## src/rtl/ntcdc_pkg.sv

```systemverilog
// Shared types and constants for the NTC divider to Celsius pipeline.
// Used by every cell module and the top level; depends on nothing.
package ntcdc_pkg;

  localparam int TEMP_FRACTION_BITS = 8;
  localparam int LOG_FRAC = 24;

  // restoring divider: numerator width covers beta << (LOG_FRAC + F) plus rounding
  localparam int DIV_W = (TEMP_FRACTION_BITS + 41 > 48) ? TEMP_FRACTION_BITS + 41 : 48;
  localparam int DVS_W = 34;
  localparam int REM_W = DVS_W + 1;
  localparam int NORM_STEPS = 6;
  localparam int LOG_STEPS = LOG_FRAC;
  localparam int ZW = 64;

  localparam logic [31:0] LN2_Q32 = 32'd2977044472;
  // A = (beta * 100 * 2^24 + 14907) / 29815, split as
  // beta * A_WHOLE + (beta * A_FRAC + A_ROUND) / 29815
  localparam logic [15:0] A_WHOLE = 16'd56271;
  localparam logic [10:0] A_FRAC = 11'd1735;
  localparam logic [26:0] A_ROUND = 27'd14907;
  // exact floor(x / 29815) for x below 2^27: (x * A_RECIP) >> A_SHIFT
  localparam logic [27:0] A_RECIP = 28'd147511203;
  localparam int A_SHIFT = 42;
  localparam int OFFS = ((27315 << TEMP_FRACTION_BITS) + 50) / 100;
  localparam int CEL_MAX = 65535;
  localparam int CEL_MIN = -65536;
  localparam logic [5:0] K_START = 6'd39;

  localparam logic [7:0] REG_EXCITATION = 8'd0;
  localparam logic [7:0] REG_FIXED_R = 8'd1;
  localparam logic [7:0] REG_NOMINAL_R = 8'd2;
  localparam logic [7:0] REG_BETA = 8'd3;

  typedef enum logic [2:0] {
    ST_OK = 3'd0,
    ST_BAD_SETUP = 3'd1,
    ST_BAD_VOLTAGE = 3'd2,
    ST_BAD_BETA = 3'd3,
    ST_CONV_ERROR = 3'd4
  } status_t;

  typedef struct packed {
    status_t status;
    logic [15:0] beta;
    logic [39:0] num;
    logic [39:0] den;
    logic [31:0] resistance;
    logic res_sat;
    logic [31:0] a;
    logic neg;
    logic [29:0] mag;
    logic [29:0] lln;
    logic signed [33:0] d;
  } rec_t;

  typedef struct packed {
    logic [DIV_W-1:0] n;
    logic [REM_W-1:0] r;
    logic [DVS_W-1:0] d;
  } div_lane_t;

  typedef struct packed {
    logic [ZW-1:0] z;
    logic [5:0] k;
  } norm_lane_t;

  typedef struct packed {
    logic [30:0] m;
    logic [5:0] k;
    logic [LOG_FRAC-1:0] frac;
  } log_lane_t;

endpackage

```

## src/rtl/ntcdc_log_cell.sv

```systemverilog
// One log2 fraction bit by squaring for two lanes, plus the item record.
// Depends on ntcdc_pkg.
module ntcdc_log_cell (
  input  logic clk,
  input  logic rst,
  input  logic en,
  input  logic valid_in,
  input  ntcdc_pkg::rec_t rec_in,
  input  ntcdc_pkg::log_lane_t [1:0] lanes_in,
  output logic valid,
  output ntcdc_pkg::rec_t rec,
  output ntcdc_pkg::log_lane_t [1:0] lanes
);

  ntcdc_pkg::log_lane_t [1:0] lanes_next;

  always_comb begin
    logic [61:0] sq;
    logic [31:0] mm;
    for (int i = 0; i < 2; i++) begin
      sq = 62'(lanes_in[i].m) * 62'(lanes_in[i].m);
      mm = sq[61:30];
      lanes_next[i].k = lanes_in[i].k;
      // renormalize into [1,2) and take the bit
      lanes_next[i].m = mm[31] ? mm[31:1] : mm[30:0];
      lanes_next[i].frac = {lanes_in[i].frac[ntcdc_pkg::LOG_FRAC-2:0], mm[31]};
    end
  end

  always_ff @(posedge clk) begin
    if (rst) begin
      valid <= 1'b0;
    end else if (en) begin
      valid <= valid_in;
    end
  end

  always_ff @(posedge clk) begin
    if (en) begin
      rec <= rec_in;
      lanes <= lanes_next;
    end
  end

endmodule

```

## config.mk

```make
export PLATFORM = sky130hd
export DESIGN_NAME = ntcdc_log_cell
export DESIGN_NICKNAME = d
export VERILOG_FILES = /design/src/rtl/ntcdc_pkg.sv /design/src/rtl/ntcdc_log_cell.sv
export SDC_FILE = /design/constraint.sdc
export NUM_CORES = 2
export LEC_CHECK = 0
export BUFFER_PORTS_ARGS = -buffer_cell sky130_fd_sc_hd__buf_2
export CAP_MARGIN = 30
export CORE_MARGIN = 4
export CORE_UTILIZATION = 50
export DETAILED_ROUTE_END_ITERATION = 10
export GPL_TIMING_DRIVEN = 0
export PLACE_DENSITY = 0.67
export REMOVE_ABC_BUFFERS = 1
export SLEW_MARGIN = 20
export SYNTH_ARGS = -nofsm -noshare
export SYNTH_HDL_FRONTEND = slang
export SYNTH_SLANG_ARGS = --single-unit
```

## constraint.sdc

```tcl
create_clock -name clk -period 21.3 [get_ports clk]
set_clock_uncertainty 0.1 [all_clocks]
set_input_delay 1.065 -clock clk [delete_from_list [all_inputs] [get_ports clk]]
set_output_delay 1.065 -clock clk [all_outputs]
set_load 0.05 [all_outputs]
```

Word-level counts from Yosys, hierarchy flattened --
Cells that the tools add are included.
Cells by class: multiply operators 2, muxes and demuxes 2
Operators with widths (count):
- 31-bit by 31-bit multiplier with 62-bit output | 2
- 30-bit two-way mux | 2
Storage, ports and cells: logic and storage cells 24, input bits 385, flip-flop bits (word level) 382, output and inout bits 382

Logic depth before layout (Yosys ltp) --
word-level depth 2, mapped depth 30, mapped depth without buffers 27

Worst setup path before layout --
Ideal clock, no wire load.
kind input to register, from input port lanes_in[36] (netlist name), to register lanes[56] (netlist name), data pin, setup slack 12.615 ns, buffers on the path 3, data arrival time 8.325 ns, stages on the path 28, setup time 0.260 ns, data required time 20.940 ns, cell sequence clkbuf_1 -> clkbuf_1 -> nand2_1 -> fa_1 -> inv_1 -> fa_1 -> fa_1 -> inv_1 -> fa_1 -> inv_1 -> fa_1 -> inv_1 -> fa_1 -> inv_1 -> fa_1 -> fa_1 -> ha_1 -> nand4_2 -> a2111oi_2 -> o41ai_1 -> a21oi_2 -> o21ai_2 -> nand2_2 -> a21oi_2 -> o41ai_2 -> xnor2_2 -> buf_6 -> mux2_2
RTL lines:
- start, declared | line ntcdc_log_cell.sv:9 | input ntcdc_pkg::log_lane_t [1:0] lanes_in,
- end signal, assigned | line ntcdc_log_cell.sv:41 | lanes <= lanes_next;
- end, declared | line ntcdc_log_cell.sv:12 | output ntcdc_pkg::log_lane_t [1:0] lanes

==> flow_summary.json <==
{
  "synth_seq_cells": 382,
  "gp_congestion": 0.933,
  "dieWidth_um": 372,
  "vias": 45000,
  "fin_util": 0.554,
  "ctsHoldBuffers": 0,
  "hold_viol": 0,
  "fp.coreArea_um2": 131000,
  "cts_made_buffers": 43,
  "synthFlopType": "edfxtp_1",
  "multi_input_area_um2": 47000,
  "cts_setup_buffers": 0,
  "rows": 133,
  "drive_above_1_share": 0.132,
  "port_buffers": 764,
  "crit_arrival_ps": 10350,
  "die-area_um2": 138000,
  "synthSimpleGateAreaFrac": 0.0903,
  "setup_tns_ps": 0,
  "rsz0062_at_grt": "no",
  "synth_top_family_by_area": "adder cells",
  "floorplan.initialDensity": 0.503,
  "cts_buffer_depth": 3,
  "grt_pass1_wl_um": 284000,
  "yosysTopAreaCell": "fa_1",
  "cap_viol_max_count": 0,
  "synth_area_leaders": "fa_1, edfxtp_1, inv_1",
  "syn_inst": 6290,
  "drc": 0,
  "cts_max_level": 2,
  "fmax_ghz": 0.0992,
  "clk_transition_reported_paths_ps": 60,
  "synth_fa_ha_area_frac": 0.553,
  "setup_ws_ps": 11220,
  "place_worst_setup_slack_ps": 10750,
  "fin_crit_sh": 0.473,
  "synth-xor-area-share": 0.0153,
  "seq_area_um2": 11500,
  "critPathCaptureType": "flip-flop",
  "min_path_type": "flip-flop to flip-flop",
  "antenna_found_initial": 66,
  "ys_warn_count": 0,
  "syn_area_per_cell_um2": 10.5,
  "synthMuxAreaShare": 0.0108,
  "final_cell_mix": "inv_1, fa_1, buf_2, nand2_1, ha_1",
  "clock_latency_ps": 590,
  "hpwl_um": 151000,
  "layout_commonest_cell": "inv_1",
  "vias_per_cell": 5.18,
  "ant_nets": 0,
  "yosysTopAreaCellShare": 0.452,
  "area_growth_pct": 10.2,
  "synth_area_um2": 66100,
  "synth-compound-area-share": 0.0406,
  "finalMaxSlewViolations": 0,
  "drtPass1Iterations": 5,
  "worstSetupStartpointType": "input port",
  "path_class": "input port to flip-flop",
  "drt_iter0_drc": 2598,
  "path_max_fanout": 24,
  "track_usage": 0.272,
  "required_ps": 21570,
  "nFillCells": 11600,
  "final_cells": 8696,
  "wl_per_cell_um": 21.1,
  "cts_tree": "done",
  "setup_violations": 0,
  "placed_cells": 8597,
  "grt_pass1_vias": 49500,
  "ios": 767,
  "synth_edf_count": 381,
  "clkSinkCount": 382,
  "outcome": "completed",
  "die_h_um": 372,
  "grt_overflow": 0,
  "cts_resized": 0,
  "final_nets": 9301,
  "worst_slew_pin_slew_ps": 1030,
  "yosysSeqAreaShare": 0.173,
  "grt_start_max_net_pins": 100,
  "min_period_ps": 10080,
  "async_flop_share": 0,
  "synthDistinctLibCells": 79,
  "relSlewSlack": 0.308,
  "cts_root_buf": "clkbuf_16",
  "wl_um": 183000
}
==> final cells by class <==
cell class | count | share of cell area
repair buffers | 771 | 0.0550
flip-flops and latches | 382 | 0.157
clock inverters | 20 | 0.00240
diodes | 20 | 0.000687
well taps | 1755 | 0.0301
clock buffers | 58 | 0.0158
multi-input cells | 3863 | 0.645
inverters | 1827 | 0.0941
==> metal layers <==
layer  routed length [um]  GRT usage
met3                13800     0.0530
met5                   81          0
met1                70900      0.344
met2                92200      0.471
met4                 6410     0.0843
==> Yosys cell counts, types with 11 or more instances <==
library cell	n
inv_1	1826
fa_1	1494
nand2_1	596
ha_1	534
edfxtp_1	381
and2_1	375
clkbuf_1	203
a21oi_1	144
nor2_1	124
o21ai_0	60
xnor2_1	60
xor2_1	54
a21o_1	47
mux2_2	47
nand4_1	36
nand3_1	32
o21bai_1	20
nor3_1	19
nor2b_1	18
mux2i_1	14
o211ai_1	14
o21a_1	13
and3_1	12
a211oi_1	11
==> per-stage QoR <==
step           cell area (um^2)  hold slack [ps]
2_1_floorplan             65300              633
3_3_place_gp              71300              372
3_5_place_dp              71500              415
4_1_cts                   72800              427
5_1_grt                   72900              474
6_report                  72900              422
==> path summary, 6_finish.rpt <==
check	start	to	slack (ps)	cells after the start
worst max-delay path	lanes_in[106]	lanes[115]	11220	26
worst min register to register	valid	valid	420	2
worst min-delay path	valid	valid	420	2
worst max register to register	valid	valid	20600	2
==> cells by family (layout without fill, tap and decap cells) <==
group           count (synthesis)  in the layout
compound gates                406            406
flops                         382            382
buf+inv                      2045           2676
fa+ha+maj                    2028           2028
simple gates                 1250           1250
other cells                     0             20
mux                            64             64
xor+xnor                      115            115
==> registers in the layout, indices dropped and copies added, names as in the netlist <==
signal	count
lanes	122
valid	1
rec	259
==> worst max-delay path, cell delays in order <==
cell and delay, ps:
buf_2 610, clkinv_1 740, nor2_1 390, inv_1 90
fa_1 490, fa_1 560, inv_1 50, fa_1 480
fa_1 570, fa_1 430, fa_1 450, fa_1 490
inv_1 50, fa_1 470, inv_1 40, ha_1 440
nand4_1 240, nor4_1 380, inv_1 110, a311oi_1 810
o31ai_1 340, o21ai_1 300, a21oi_1 120, xnor2_1 260
a21oi_1 70, a31o_2 240
Power is left out: the tool's default activity adds up to more than one toggle a clock period on the data nets, which glitch-free logic cannot reach.
