[config.mk]
export PLATFORM = sky130hd
export DESIGN_NAME = ntcdc_div_cell
export DESIGN_NICKNAME = d
export VERILOG_FILES = /design/src/rtl/ntcdc_pkg.sv /design/src/rtl/ntcdc_div_cell.sv
export SDC_FILE = /design/constraint.sdc
export NUM_CORES = 1
export LEC_CHECK = 0
export BUFFER_PORTS_ARGS = -buffer_cell sky130_fd_sc_hd__buf_2
export CAP_MARGIN = 5
export CORE_AREA = 2 2 385 387
export CTS_CLUSTER_SIZE = 16
export DETAILED_ROUTE_END_ITERATION = 8
export DIE_AREA = 0 0 387 389
export MAX_ROUTING_LAYER = met4
export PLACE_DENSITY = 0.35
export SLEW_MARGIN = 10
export SYNTH_ARGS = -nofsm -noshare
export SYNTH_HDL_FRONTEND = slang
export SYNTH_SLANG_ARGS = --single-unit
[constraint.sdc]
create_clock -name clk -period 3.1 [get_ports clk]
set_input_delay 0.155 -clock clk [delete_from_list [all_inputs] [get_ports clk]]
set_output_delay 0.155 -clock clk [all_outputs]
set_load 0.02 [all_outputs]
[src/rtl/ntcdc_pkg.sv]
// Shared types and constants for the NTC divider to Celsius pipeline.
// Used by every cell module and the top level; depends on nothing.
package ntcdc_pkg;

  localparam int TEMP_FRACTION_BITS = 8;
  localparam int LOG_FRAC = 24;

  // restoring divider: numerator width covers beta << (LOG_FRAC + F) plus rounding
  localparam int DIV_W = (TEMP_FRACTION_BITS + 41 > 48) ? TEMP_FRACTION_BITS + 41 : 48;
  localparam int DVS_W = 34;
  localparam int REM_W = DVS_W + 1;
  localparam int NORM_STEPS = 6;
  localparam int LOG_STEPS = LOG_FRAC;
  localparam int ZW = 64;

  localparam logic [31:0] LN2_Q32 = 32'd2977044472;
  // A = (beta * 100 * 2^24 + 14907) / 29815, split as
  // beta * A_WHOLE + (beta * A_FRAC + A_ROUND) / 29815
  localparam logic [15:0] A_WHOLE = 16'd56271;
  localparam logic [10:0] A_FRAC = 11'd1735;
  localparam logic [26:0] A_ROUND = 27'd14907;
  // exact floor(x / 29815) for x below 2^27: (x * A_RECIP) >> A_SHIFT
  localparam logic [27:0] A_RECIP = 28'd147511203;
  localparam int A_SHIFT = 42;
  localparam int OFFS = ((27315 << TEMP_FRACTION_BITS) + 50) / 100;
  localparam int CEL_MAX = 65535;
  localparam int CEL_MIN = -65536;
  localparam logic [5:0] K_START = 6'd39;

  localparam logic [7:0] REG_EXCITATION = 8'd0;
  localparam logic [7:0] REG_FIXED_R = 8'd1;
  localparam logic [7:0] REG_NOMINAL_R = 8'd2;
  localparam logic [7:0] REG_BETA = 8'd3;

  typedef enum logic [2:0] {
    ST_OK = 3'd0,
    ST_BAD_SETUP = 3'd1,
    ST_BAD_VOLTAGE = 3'd2,
    ST_BAD_BETA = 3'd3,
    ST_CONV_ERROR = 3'd4
  } status_t;

  typedef struct packed {
    status_t status;
    logic [15:0] beta;
    logic [39:0] num;
    logic [39:0] den;
    logic [31:0] resistance;
    logic res_sat;
    logic [31:0] a;
    logic neg;
    logic [29:0] mag;
    logic [29:0] lln;
    logic signed [33:0] d;
  } rec_t;

  typedef struct packed {
    logic [DIV_W-1:0] n;
    logic [REM_W-1:0] r;
    logic [DVS_W-1:0] d;
  } div_lane_t;

  typedef struct packed {
    logic [ZW-1:0] z;
    logic [5:0] k;
  } norm_lane_t;

  typedef struct packed {
    logic [30:0] m;
    logic [5:0] k;
    logic [LOG_FRAC-1:0] frac;
  } log_lane_t;

endpackage

[src/rtl/ntcdc_div_cell.sv]
// One restoring division step for two lanes, plus the item record.
// Depends on ntcdc_pkg.
module ntcdc_div_cell (
  input  logic clk,
  input  logic rst,
  input  logic en,
  input  logic valid_in,
  input  ntcdc_pkg::rec_t rec_in,
  input  ntcdc_pkg::div_lane_t [1:0] lanes_in,
  output logic valid,
  output ntcdc_pkg::rec_t rec,
  output ntcdc_pkg::div_lane_t [1:0] lanes
);

  ntcdc_pkg::div_lane_t [1:0] lanes_next;

  always_comb begin
    logic [ntcdc_pkg::REM_W-1:0] rs;
    logic ge;
    for (int i = 0; i < 2; i++) begin
      rs = {lanes_in[i].r[ntcdc_pkg::REM_W-2:0], lanes_in[i].n[ntcdc_pkg::DIV_W-1]};
      ge = rs >= {1'b0, lanes_in[i].d};
      lanes_next[i].d = lanes_in[i].d;
      lanes_next[i].r = ge ? rs - {1'b0, lanes_in[i].d} : rs;
      lanes_next[i].n = {lanes_in[i].n[ntcdc_pkg::DIV_W-2:0], ge};
    end
  end

  always_ff @(posedge clk) begin
    if (rst) begin
      valid <= 1'b0;
    end else if (en) begin
      valid <= valid_in;
    end
  end

  always_ff @(posedge clk) begin
    if (en) begin
      rec <= rec_in;
      lanes <= lanes_next;
    end
  end

endmodule

Word level (Yosys, flattened, before mapping)
Cells that the tools add are included.
- output and inout bits: 496
- word-level logic and storage cells: 24
- bits in registers: 496
- mux-type cells: 2
- magnitude comparators: 2
- $add $sub $neg: 2
- operators by type and width (kind ; count):
    $ge A35 B34 Y1 ; 2
    $mux W35 ; 2
    $sub A35 B34 Y35 ; 2

Logic depth before layout (Yosys ltp)
- depth in word-level cells: 2
- gate-level depth with buffers: 14
- mapped depth without buffers: 13

Worst setup path after synthesis
OpenSTA, ideal clock, no wires.
- path type: input to register
- start point: input lanes_in[119] (netlist name)
- end point: register lanes[159] (netlist name) (data pin)
- arrival time: 2736 ps
- setup slack: 104 ps
- cell stages on the path: 12
- path through: inv_1 ha_1 nor2b_1 o31a_1 o41a_1 o211a_1 nand2b_4 o31a_4 a41oi_4 o31ai_4 buf_8 mux2_4
- RTL lines (item ; RTL line ; text):
    start, declared ; ntcdc_div_cell.sv:9 ; input ntcdc_pkg::div_lane_t [1:0] lanes_in,
    end signal, assigned ; ntcdc_div_cell.sv:40 ; lanes <= lanes_next;
    end, declared ; ntcdc_div_cell.sv:12 ; output ntcdc_pkg::div_lane_t [1:0] lanes

==> impl_metrics.json <==
{
  "outcome": "completed",
  "seq_area_frac_synth_pct": 74.9,
  "crit_path_max_fanout": 4,
  "nets": 3501,
  "start_util_pct": 13.6,
  "grt_max_degree": 73,
  "cts_tree": "done",
  "finalClockSkew_ps": 0,
  "viasPerCell": 3.47,
  "grt_pass1_vias": 18600,
  "stdcell_count": 4931,
  "dieWidth_um": 387,
  "die_h_um": 389,
  "final_area_um2": 36000,
  "wl_per_cell_um": 18.9,
  "worst_pin_slew_ps": 944,
  "dpl.hpwl_mm": 74.7,
  "grt_pass1_wl_mm": 129,
  "grt.overflow.total": 0,
  "synth_top_area_share_pct": 74.8,
  "synthArstFlopShare_pct": 0,
  "start_kind": "primary input",
  "drive_gt1_share_pct": 45.4,
  "rows": 141,
  "synth-seq-cells": 496,
  "dr_total_vias": 17100,
  "register_area_um2": 14900,
  "p_leak_nw": 15.3,
  "finalHoldViolCount": 0,
  "cts_buffer_depth": 3,
  "max_freq_mhz": 325,
  "gp_congestion": 0.793,
  "drc_errors": 0,
  "ir_drop_mv": 0.460,
  "cts.htree.levels": 2,
  "power_mw": 19.7,
  "dr.pass1.iters": 5,
  "netlist_area_um2": 19900,
  "place_area_um2": 28800,
  "synth_top_area_cell": "edfxtp_1",
  "critPathCaptureType": "flop",
  "yosys_warnings": 0,
  "worstPathArrival_ps": 3460,
  "setup_viol": 0,
  "antenna_found_initial": 32,
  "dp_cells": 4299,
  "cts.clk_slew.worst_paths_ps": 60,
  "final_common_cell": "buf_2",
  "path_class": "in2reg",
  "power_density_nw_per_um2": 548,
  "nFillCells": 15700,
  "core_um2": 147000,
  "ant_nets": 0,
  "root_buffer": "clkbuf_16",
  "cap_violations": 0,
  "synth.distinct_cells": 73,
  "synth_edf_count": 495,
  "finalCritPeriodShare_pct": 99.3,
  "synthesis.nets": 1777,
  "drt_iter0_drc": 771,
  "port_buffers": 992,
  "wl_mm": 93.4,
  "synth_ff_type": "edfxtp_1",
  "period_minus_slack_ps": 3080,
  "syn_area_per_cell_um2": 16.4,
  "hold_class": "in2reg",
  "insertion_delay_ps": 670,
  "multi_input_area_um2": 4630,
  "slew_headroom_pct": 37.0,
  "io_pins": 995,
  "layout_common_cells": "987 x buf_2, 495 x dlygate4sd3_1, 495 x edfxtp_1",
  "netlist_instances": 1208,
  "cts_made_buffers": 60,
  "die_area_um2": 151000,
  "post-place-ws_ps": -436,
  "yosys-top-cells-area": "edfxtp_1 75%, ha_1 4.3%, a21oi_1 2.0%, mux2_4 1.9%, inv_1 1.9%",
  "setup_ws_ps": 23.1,
  "cp_data_required_time_ps": 3490,
  "finalSetupTns_ps": 0,
  "finalMaxSlewViolations": 0,
  "syn_to_final_growth_pct": 81.3,
  "grtUsageTotal_pct": 12.1,
  "clkSinkCount": 496
}
## area by class of cell
cell class,instances,share of cell area [%]
antenna,19,0.132
clock inverter,29,0.993
clock buffer,83,4.55
multi-input combinational,588,12.8
inverter,98,1.02
sequential,496,41.3
tap,1930,6.70
timing repair buffer,1688,32.4
## cells in the mapped netlist (9+ instances only)
| master | number |
|---|---|
| edfxtp_1 | 495 |
| inv_1 | 98 |
| a21oi_1 | 79 |
| ha_1 | 68 |
| nor2_1 | 57 |
| nand2_1 | 44 |
| o21ai_0 | 38 |
| xnor2_1 | 32 |
| mux2_4 | 25 |
| xor2_1 | 25 |
| a21o_1 | 24 |
| nand3_1 | 18 |
| nand4_1 | 16 |
| clkbuf_1 | 15 |
| mux2_2 | 12 |
| a211oi_1 | 10 |
| o211ai_1 | 9 |
## registers in the layout, indices dropped and copies added, names as in the netlist
register	cells
valid	1
rec	259
lanes	236
## final timing paths
kind / startpoint / endpoint / slack, ps / cells after the start
setup / recovery: lanes_in[131] / lanes[175] / 20 / 15
hold / removal: lanes_in[153] / lanes[154] / 30 / 2
setup reg to reg: valid / valid / 1970 / 3
hold reg to reg: valid / valid / 1040 / 3
## critical path: stages
cell and delay, ps:
dlygate4sd3_1 540, buf_2 150, inv_1 110, ha_4 230, buf_4 130, and3_1 150
a31o_2 260, o211a_1 260, nand2b_4 160, o31a_4 360, a41oi_4 190, o31ai_4 110
buf_6 170, buf_4 160, mux2_4 320
## per-layer routing
| layer | track usage (%) | vias up | wire (um) |
|---|---|---|---|
| met5 | - | - | 0 |
| met4 | 3.27 | 0 | 2580 |
| met3 | 3.54 | 136 | 7070 |
| met2 | 21.2 | 742 | 47100 |
| met1 | 13.4 | 8123 | 36700 |
| li1 | - | 8096 | - |
## power breakdown
group,switching (mW),internal [mW]
Sequential,0.183,8.09
Clock,3.02,4.20
Combinational,2.38,1.85
## per-stage QoR
| stage | utilization, % | hold slack, ps |
|---|---|---|
| final | 24.6 | 31.1 |
| after global routing | 24.6 | 1.19 |
| after CTS | 24.4 | -191 |
| after detailed placement | 19.6 | 326 |
| after global placement | 19.6 | 318 |
| after floorplan | - | 227 |
## cell families after synthesis
kind of cell,count (synthesis),share of synthesized area (%)
AND/OR/NAND/NOR,185,4.59
multiplexers,47,3.10
XOR/XNOR,57,2.51
flip-flops,496,74.9
AO/OA/AOI/OAI,229,7.87
adder cells (fa/ha/maj),70,4.48
buffers and inverters,124,2.53
## timing repair
action                     4_1_cts  5_1_grt
hold buffers                   495        3
gates resized for setup          0       37
buffers inserted                 0        4
setup endpoints to repair        0       55
hold endpoints to repair       493        3
Power figures use the tool's default switching activity.
