<file path="config.mk">
export PLATFORM = sky130hd
export DESIGN_NAME = ntcdc_norm_cell
export DESIGN_NICKNAME = d
export VERILOG_FILES = /design/src/rtl/ntcdc_pkg.sv /design/src/rtl/ntcdc_norm_cell.sv
export SDC_FILE = /design/constraint.sdc
export NUM_CORES = 1
export LEC_CHECK = 0
export BUFFER_PORTS_ARGS = -buffer_cell sky130_fd_sc_hd__buf_2
export CORE_MARGIN = 5
export CORE_UTILIZATION = 25
export DETAILED_ROUTE_END_ITERATION = 12
export SLEW_MARGIN = 10
export SYNTH_ARGS = -nofsm -noshare
export SYNTH_HDL_FRONTEND = slang
export SYNTH_SLANG_ARGS = --single-unit
export TNS_END_PERCENT = 5
</file>
<file path="constraint.sdc">
create_clock -name clk -period 11.7 [get_ports clk]
set_input_delay 0.585 -clock clk [delete_from_list [all_inputs] [get_ports clk]]
set_output_delay 0.585 -clock clk [all_outputs]
set_load 0.01 [all_outputs]
</file>
<file path="src/rtl/ntcdc_pkg.sv">
// Shared types and constants for the NTC divider to Celsius pipeline.
// Used by every cell module and the top level; depends on nothing.
package ntcdc_pkg;

  localparam int TEMP_FRACTION_BITS = 8;
  localparam int LOG_FRAC = 24;

  // restoring divider: numerator width covers beta << (LOG_FRAC + F) plus rounding
  localparam int DIV_W = (TEMP_FRACTION_BITS + 41 > 48) ? TEMP_FRACTION_BITS + 41 : 48;
  localparam int DVS_W = 34;
  localparam int REM_W = DVS_W + 1;
  localparam int NORM_STEPS = 6;
  localparam int LOG_STEPS = LOG_FRAC;
  localparam int ZW = 64;

  localparam logic [31:0] LN2_Q32 = 32'd2977044472;
  // A = (beta * 100 * 2^24 + 14907) / 29815, split as
  // beta * A_WHOLE + (beta * A_FRAC + A_ROUND) / 29815
  localparam logic [15:0] A_WHOLE = 16'd56271;
  localparam logic [10:0] A_FRAC = 11'd1735;
  localparam logic [26:0] A_ROUND = 27'd14907;
  // exact floor(x / 29815) for x below 2^27: (x * A_RECIP) >> A_SHIFT
  localparam logic [27:0] A_RECIP = 28'd147511203;
  localparam int A_SHIFT = 42;
  localparam int OFFS = ((27315 << TEMP_FRACTION_BITS) + 50) / 100;
  localparam int CEL_MAX = 65535;
  localparam int CEL_MIN = -65536;
  localparam logic [5:0] K_START = 6'd39;

  localparam logic [7:0] REG_EXCITATION = 8'd0;
  localparam logic [7:0] REG_FIXED_R = 8'd1;
  localparam logic [7:0] REG_NOMINAL_R = 8'd2;
  localparam logic [7:0] REG_BETA = 8'd3;

  typedef enum logic [2:0] {
    ST_OK = 3'd0,
    ST_BAD_SETUP = 3'd1,
    ST_BAD_VOLTAGE = 3'd2,
    ST_BAD_BETA = 3'd3,
    ST_CONV_ERROR = 3'd4
  } status_t;

  typedef struct packed {
    status_t status;
    logic [15:0] beta;
    logic [39:0] num;
    logic [39:0] den;
    logic [31:0] resistance;
    logic res_sat;
    logic [31:0] a;
    logic neg;
    logic [29:0] mag;
    logic [29:0] lln;
    logic signed [33:0] d;
  } rec_t;

  typedef struct packed {
    logic [DIV_W-1:0] n;
    logic [REM_W-1:0] r;
    logic [DVS_W-1:0] d;
  } div_lane_t;

  typedef struct packed {
    logic [ZW-1:0] z;
    logic [5:0] k;
  } norm_lane_t;

  typedef struct packed {
    logic [30:0] m;
    logic [5:0] k;
    logic [LOG_FRAC-1:0] frac;
  } log_lane_t;

endpackage

</file>
<file path="src/rtl/ntcdc_norm_cell.sv">
// One normalization step for two lanes: shift left by a fixed amount when the
// top bits are clear and lower the exponent. Depends on ntcdc_pkg.
module ntcdc_norm_cell (
  input  logic clk,
  input  logic rst,
  input  logic en,
  input  logic [5:0] shamt,
  input  logic valid_in,
  input  ntcdc_pkg::rec_t rec_in,
  input  ntcdc_pkg::norm_lane_t [1:0] lanes_in,
  output logic valid,
  output ntcdc_pkg::rec_t rec,
  output ntcdc_pkg::norm_lane_t [1:0] lanes
);

  ntcdc_pkg::norm_lane_t [1:0] lanes_next;
  logic [6:0] rsh;

  assign rsh = 7'd64 - {1'b0, shamt};

  always_comb begin
    for (int i = 0; i < 2; i++) begin
      if ((lanes_in[i].z >> rsh) == '0) begin
        lanes_next[i].z = lanes_in[i].z << shamt;
        lanes_next[i].k = lanes_in[i].k - shamt;
      end else begin
        lanes_next[i] = lanes_in[i];
      end
    end
  end

  always_ff @(posedge clk) begin
    if (rst) begin
      valid <= 1'b0;
    end else if (en) begin
      valid <= valid_in;
    end
  end

  always_ff @(posedge clk) begin
    if (en) begin
      rec <= rec_in;
      lanes <= lanes_next;
    end
  end

endmodule

</file>
After elaboration in Yosys (flattened, before gate mapping). Cells that the tools add are included.

Logic and storage cells: 27. Flip-flop bits (word level): 400. Output and inout port bits: 400.

Add/sub/neg operators: 3. Shift-type cells: 4. Muxes and demuxes: 2. Reductions and logical operators: 2.

Operators by type and width (count): 70-bit two-way mux (2); 64-bit zero test (2); 64-bit by 6-bit left shift with 64-bit output (2); 64-bit by 7-bit >> shifter with 64-bit output (2); 6-bit subtractor (2); 7-bit by 6-bit subtractor with 7-bit output (first input constant) (1).

Longest topological paths before layout.
Word-level depth: 4. Gate-level depth with buffers: 21.

Worst setup path before layout. No wires, ideal clock.

Kind: input port to flip-flop. Start: input shamt[1]. End: register lanes[138] in the netlist's numbering (data pin). Setup slack: 6460 ps. Data arrival time: 4980 ps. Data required time: 11440 ps. Library setup time: 260 ps. Stages on the path: 20. Cell sequence: buf_2 > clkbuf_1 > clkbuf_1 > clkbuf_1 > inv_1 > ha_1 > buf_2 > buf_4 > buf_2 > buf_1 > mux4_2 > nor3_1 > a21oi_1 > a2111oi_0 > a21boi_0 > o41ai_2 > a21oi_2 > buf_6 > buf_6 > mux2_4.

RTL lines: from (decl) (line ntcdc_norm_cell.sv:7) `input logic [5:0] shamt,`; to (signal assigned) (line ntcdc_norm_cell.sv:43) `lanes <= lanes_next;`; to (decl) (line ntcdc_norm_cell.sv:13) `output ntcdc_pkg::norm_lane_t [1:0] lanes`.

==> summary.md <==
| Metric | Value |
|---|---|
| Final nets | `3421` |
| Die ar. | `111000 sq um` |
| DR WL met3 | `15.5 mm` |
| Sequential fraction of the synthesis area | `46.0%` |
| Fin util | `31.8%` |
| Total core area | `104000 sq um` |
| Largest net degree at the start of global routing | `81` |
| Final setup vio count | `0` |
| Met2 wire len | `70.8 mm` |
| Share of cells above drive strength 1 | `41.8%` |
| Maximum fanout along the worst path | `80` |
| Leak | `13.0 nW` |
| CTS sink cnt | `400` |
| R2r startpoint | `valid` |
| Synth top area cells | `edfxtp_1 46%, mux4_2 14%, mux2_2 6.9%, mux2i_1 4.9%, nand2_1 4.5%` |
| Prevailing post-synth register cell | `edfxtp_1` |
| Cells after synthesis | `2299` |
| # hold bufs at CTS | `0` |
| Post-route antenna net violation count | `0` |
| Max Slew Vio Count | `0` |
| Total Power | `4.36 mW` |
| Die W | `333 um` |
| Synth unique cells | `75` |
| Hold slack | `0.134 ns` |
| Number of global-route vias before repair | `22600` |
| Routed WL | `145 mm` |
| Rel. slew slack | `28.3%` |
| Slew of the pin with the lowest slew margin | `1.08 ns` |
| Worst-skew pair later-pin latency | `0.60 ns` |
| CP endpoint | `lanes[33]` |
| Post-Syn Area per Cell | `11.4 sq um` |
| CTS tree | `built` |
| Initial drt markers | `3188` |
| Number of synthesized flops with an enable pin | `399` |
| First-pass iteration count of the detailed router | `6` |
| Reg2reg setup slack | `11.10 ns` |
| Root Buffer | `clkbuf_16` |
| Setup TNS | `0 ns` |
| Critical Path, Cell by Cell | `buf_8, clkinv_1, buf_4, ha_4, buf_4, mux4_2, a2111oi_0, o22ai_1, a2111oi_4, nand4_1, a221oi_1, nor4_1, nor3_4, buf_4, mux2_2` |
| Reported max-cap violation count | `0` |
| GRT overflow | `0` |
| Slowest Stage Delay on Critical Path | `0.79 ns` |
| Status | `finished clean` |
| Clock Pin Slew Worst Setup and Hold Paths | `0.06 ns` |
| Tcrit/Tclk final | `55.7%` |
| Async SR Flop Fraction | `0%` |
| Post-CTS Setup Bufs | `0` |
| CTS H-tree depth | `2` |
| Startpoint Class | `input port` |
| Wire length per cell | `32.7 um` |
| Final hold viol count | `0` |
| Crit path max-delay family | `buffers and inverters` |
| Yosys reg bits | `400` |
| Buffers added on ports | `808` |
| HP Class | `in -> reg` |
| Crit path required time | `12.04 ns` |
| WP buf/inv | `5` |
| CP max-delay cell | `buf_4` |
| Critical path class | `in -> reg` |
| Reg2Reg Depth | `2` |
| IO Pins | `809` |
| Fmax | `0.154 GHz` |
| Cts repair resizes | `0` |
| Top sig layer | `met5` |
| Maximum clock path buffer count | `3` |
| Hpwl dp | `115 mm` |
| Clock Skew | `0 ns` |
| Tmin final | `6.51 ns` |
| Vias | `24400` |
| Post-Syn Area | `26100 sq um` |
| Syn. warnings | `0` |
| Pre-CTS setup slack | `4.61 ns` |
| Net Count, Synth | `2721` |
| Fill cells | `10700` |
| Crit path depth | `15` |
| Starting Density | `25.2%` |
| RSZ-0062 raised after global routing | `false` |
| PnR worst setup slack | `5.19 ns` |
| Area leader, netlist | `edfxtp_1` |
| Wire length of the first global-routing pass | `194 mm` |
| Wl on met1 | `51.5 mm` |
| Area delta synth->final | `26.1%` |
| Initial antenna violation count | `105` |
| Die Height | `333 um` |
| Num CTS Buffers | `47` |
| DRC | `0` |
| Site Rows | `118` |
| Via/cell ratio | `5.49` |
| Overall routing resource usage | `24.7%` |
| Worst setup startpoint | `shamt[0]` |
| Worst EP arrival | `6.86 ns` |
| PwrDens | `132 nW/um^2` |
| Routability cong. | `0.973` |
| Worst VDD drop | `0.112 mV` |
| Cell repeated most along the worst path | `buf_4` |
| Crit end category | `flop` |
| Yosys top cell area share | `45.9%` |
| Reg2Reg Capture Point | `valid` |
[Yosys cell counts, types with 21 or more instances]
library cell,number
o22ai_1,38
edfxtp_1,399
nand2_1,316
nor2b_1,24
a31oi_1,36
nor2_1,278
buf_2,42
nor3_1,53
o21ai_0,103
mux2_2,160
mux4_2,160
clkbuf_1,102
mux2i_1,128
a21oi_1,87
nand3_1,24
buf_1,25
inv_1,21
a211oi_1,36
[power breakdown]
group	internal (mW)	switching, mW
registers	1.71	0.0456
clock network	0.835	0.665
logic	0.400	0.702
[cell families (layout without fill, tap and decap cells)]
group / Yosys count / after routing / synth area share, %
adder cells (fa/ha/maj): 13 / 13 / 0.681
buffers and inverters: 218 / 956 / 3.81
AND/OR/NAND/NOR: 794 / 794 / 13.2
multiplexers: 452 / 452 / 25.8
XOR/XNOR: 14 / 14 / 0.498
flip-flops: 400 / 400 / 46.0
other: 0 / 26 / 0
AO/OA/AOI/OAI: 408 / 408 / 10.1
[per-stage QoR]
| step | area [sq um] | cells |
|---|---|---|
| 6_report | 32900 | 4443 |
| 5_1_grt | 32900 | 4430 |
| 4_1_cts | 32900 | 4417 |
| 3_5_place_dp | 31300 | 4330 |
| 3_3_place_gp | 31300 | 4330 |
| 2_1_floorplan | 26100 | 2299 |
[per-layer routing]
| metal | vias up | global-route usage [%] |
|---|---|---|
| met1 | 12000 | 28.9 |
| li1 | 10300 | - |
| met4 | 32 | 8.81 |
| met3 | 406 | 7.66 |
| met5 | - | 0 |
| met2 | 1700 | 42.9 |
[layout make-up]
cell class / count / area, sq um / share of cell area [%]
Timing Repair Buffer: 843 / 4330 / 13.2
Tap cell: 1380 / 1730 / 5.25
Antenna cell: 26 / 65.1 / 0.198
Clock inverter: 34 / 328 / 0.996
Multi-Input combinational cell: 1681 / 13200 / 40.0
Clock buffer: 53 / 1200 / 3.64
Sequential cell: 400 / 12000 / 36.5
Inverter: 26 / 100 / 0.304
[cell usage in the layout, fill, tap and decap left out, drive strengths merged, types with 13 or more instances in the layout]
| master | netlist | routed |
|---|---|---|
| a21oi | 88 | 88 |
| diode | 0 | 26 |
| edfxtp | 399 | 399 |
| a211oi | 36 | 36 |
| nand2b | 13 | 13 |
| mux2i | 128 | 128 |
| nand2 | 316 | 316 |
| o22ai | 38 | 38 |
| a31oi | 36 | 36 |
| nor2b | 24 | 24 |
| o21ai | 103 | 103 |
| buf | 90 | 843 |
| or2 | 17 | 17 |
| mux4 | 160 | 160 |
| nor3 | 54 | 54 |
| mux2 | 164 | 164 |
| clkbuf | 102 | 53 |
| nor2 | 278 | 278 |
| nor4 | 18 | 18 |
| clkinv | 1 | 21 |
| inv | 25 | 30 |
| a22oi | 15 | 15 |
| nand3 | 24 | 24 |
[worst min-delay path by stage]
stage	slack, ns	cells after the start	start	endpoint
CTS	0.10	2	rst	valid
floorplan	0.53	2	valid	valid
global route	0.12	1	rec_in[7]	rec[7]
global placement	0.47	2	valid	valid
detailed placement	0.51	2	valid	valid
finish	0.13	2	rst	valid
[registers in the layout, indices dropped and copies added (netlist names)]
register / flops
valid: 1
rec: 259
lanes: 140
(Power assumes the default switching activity.)
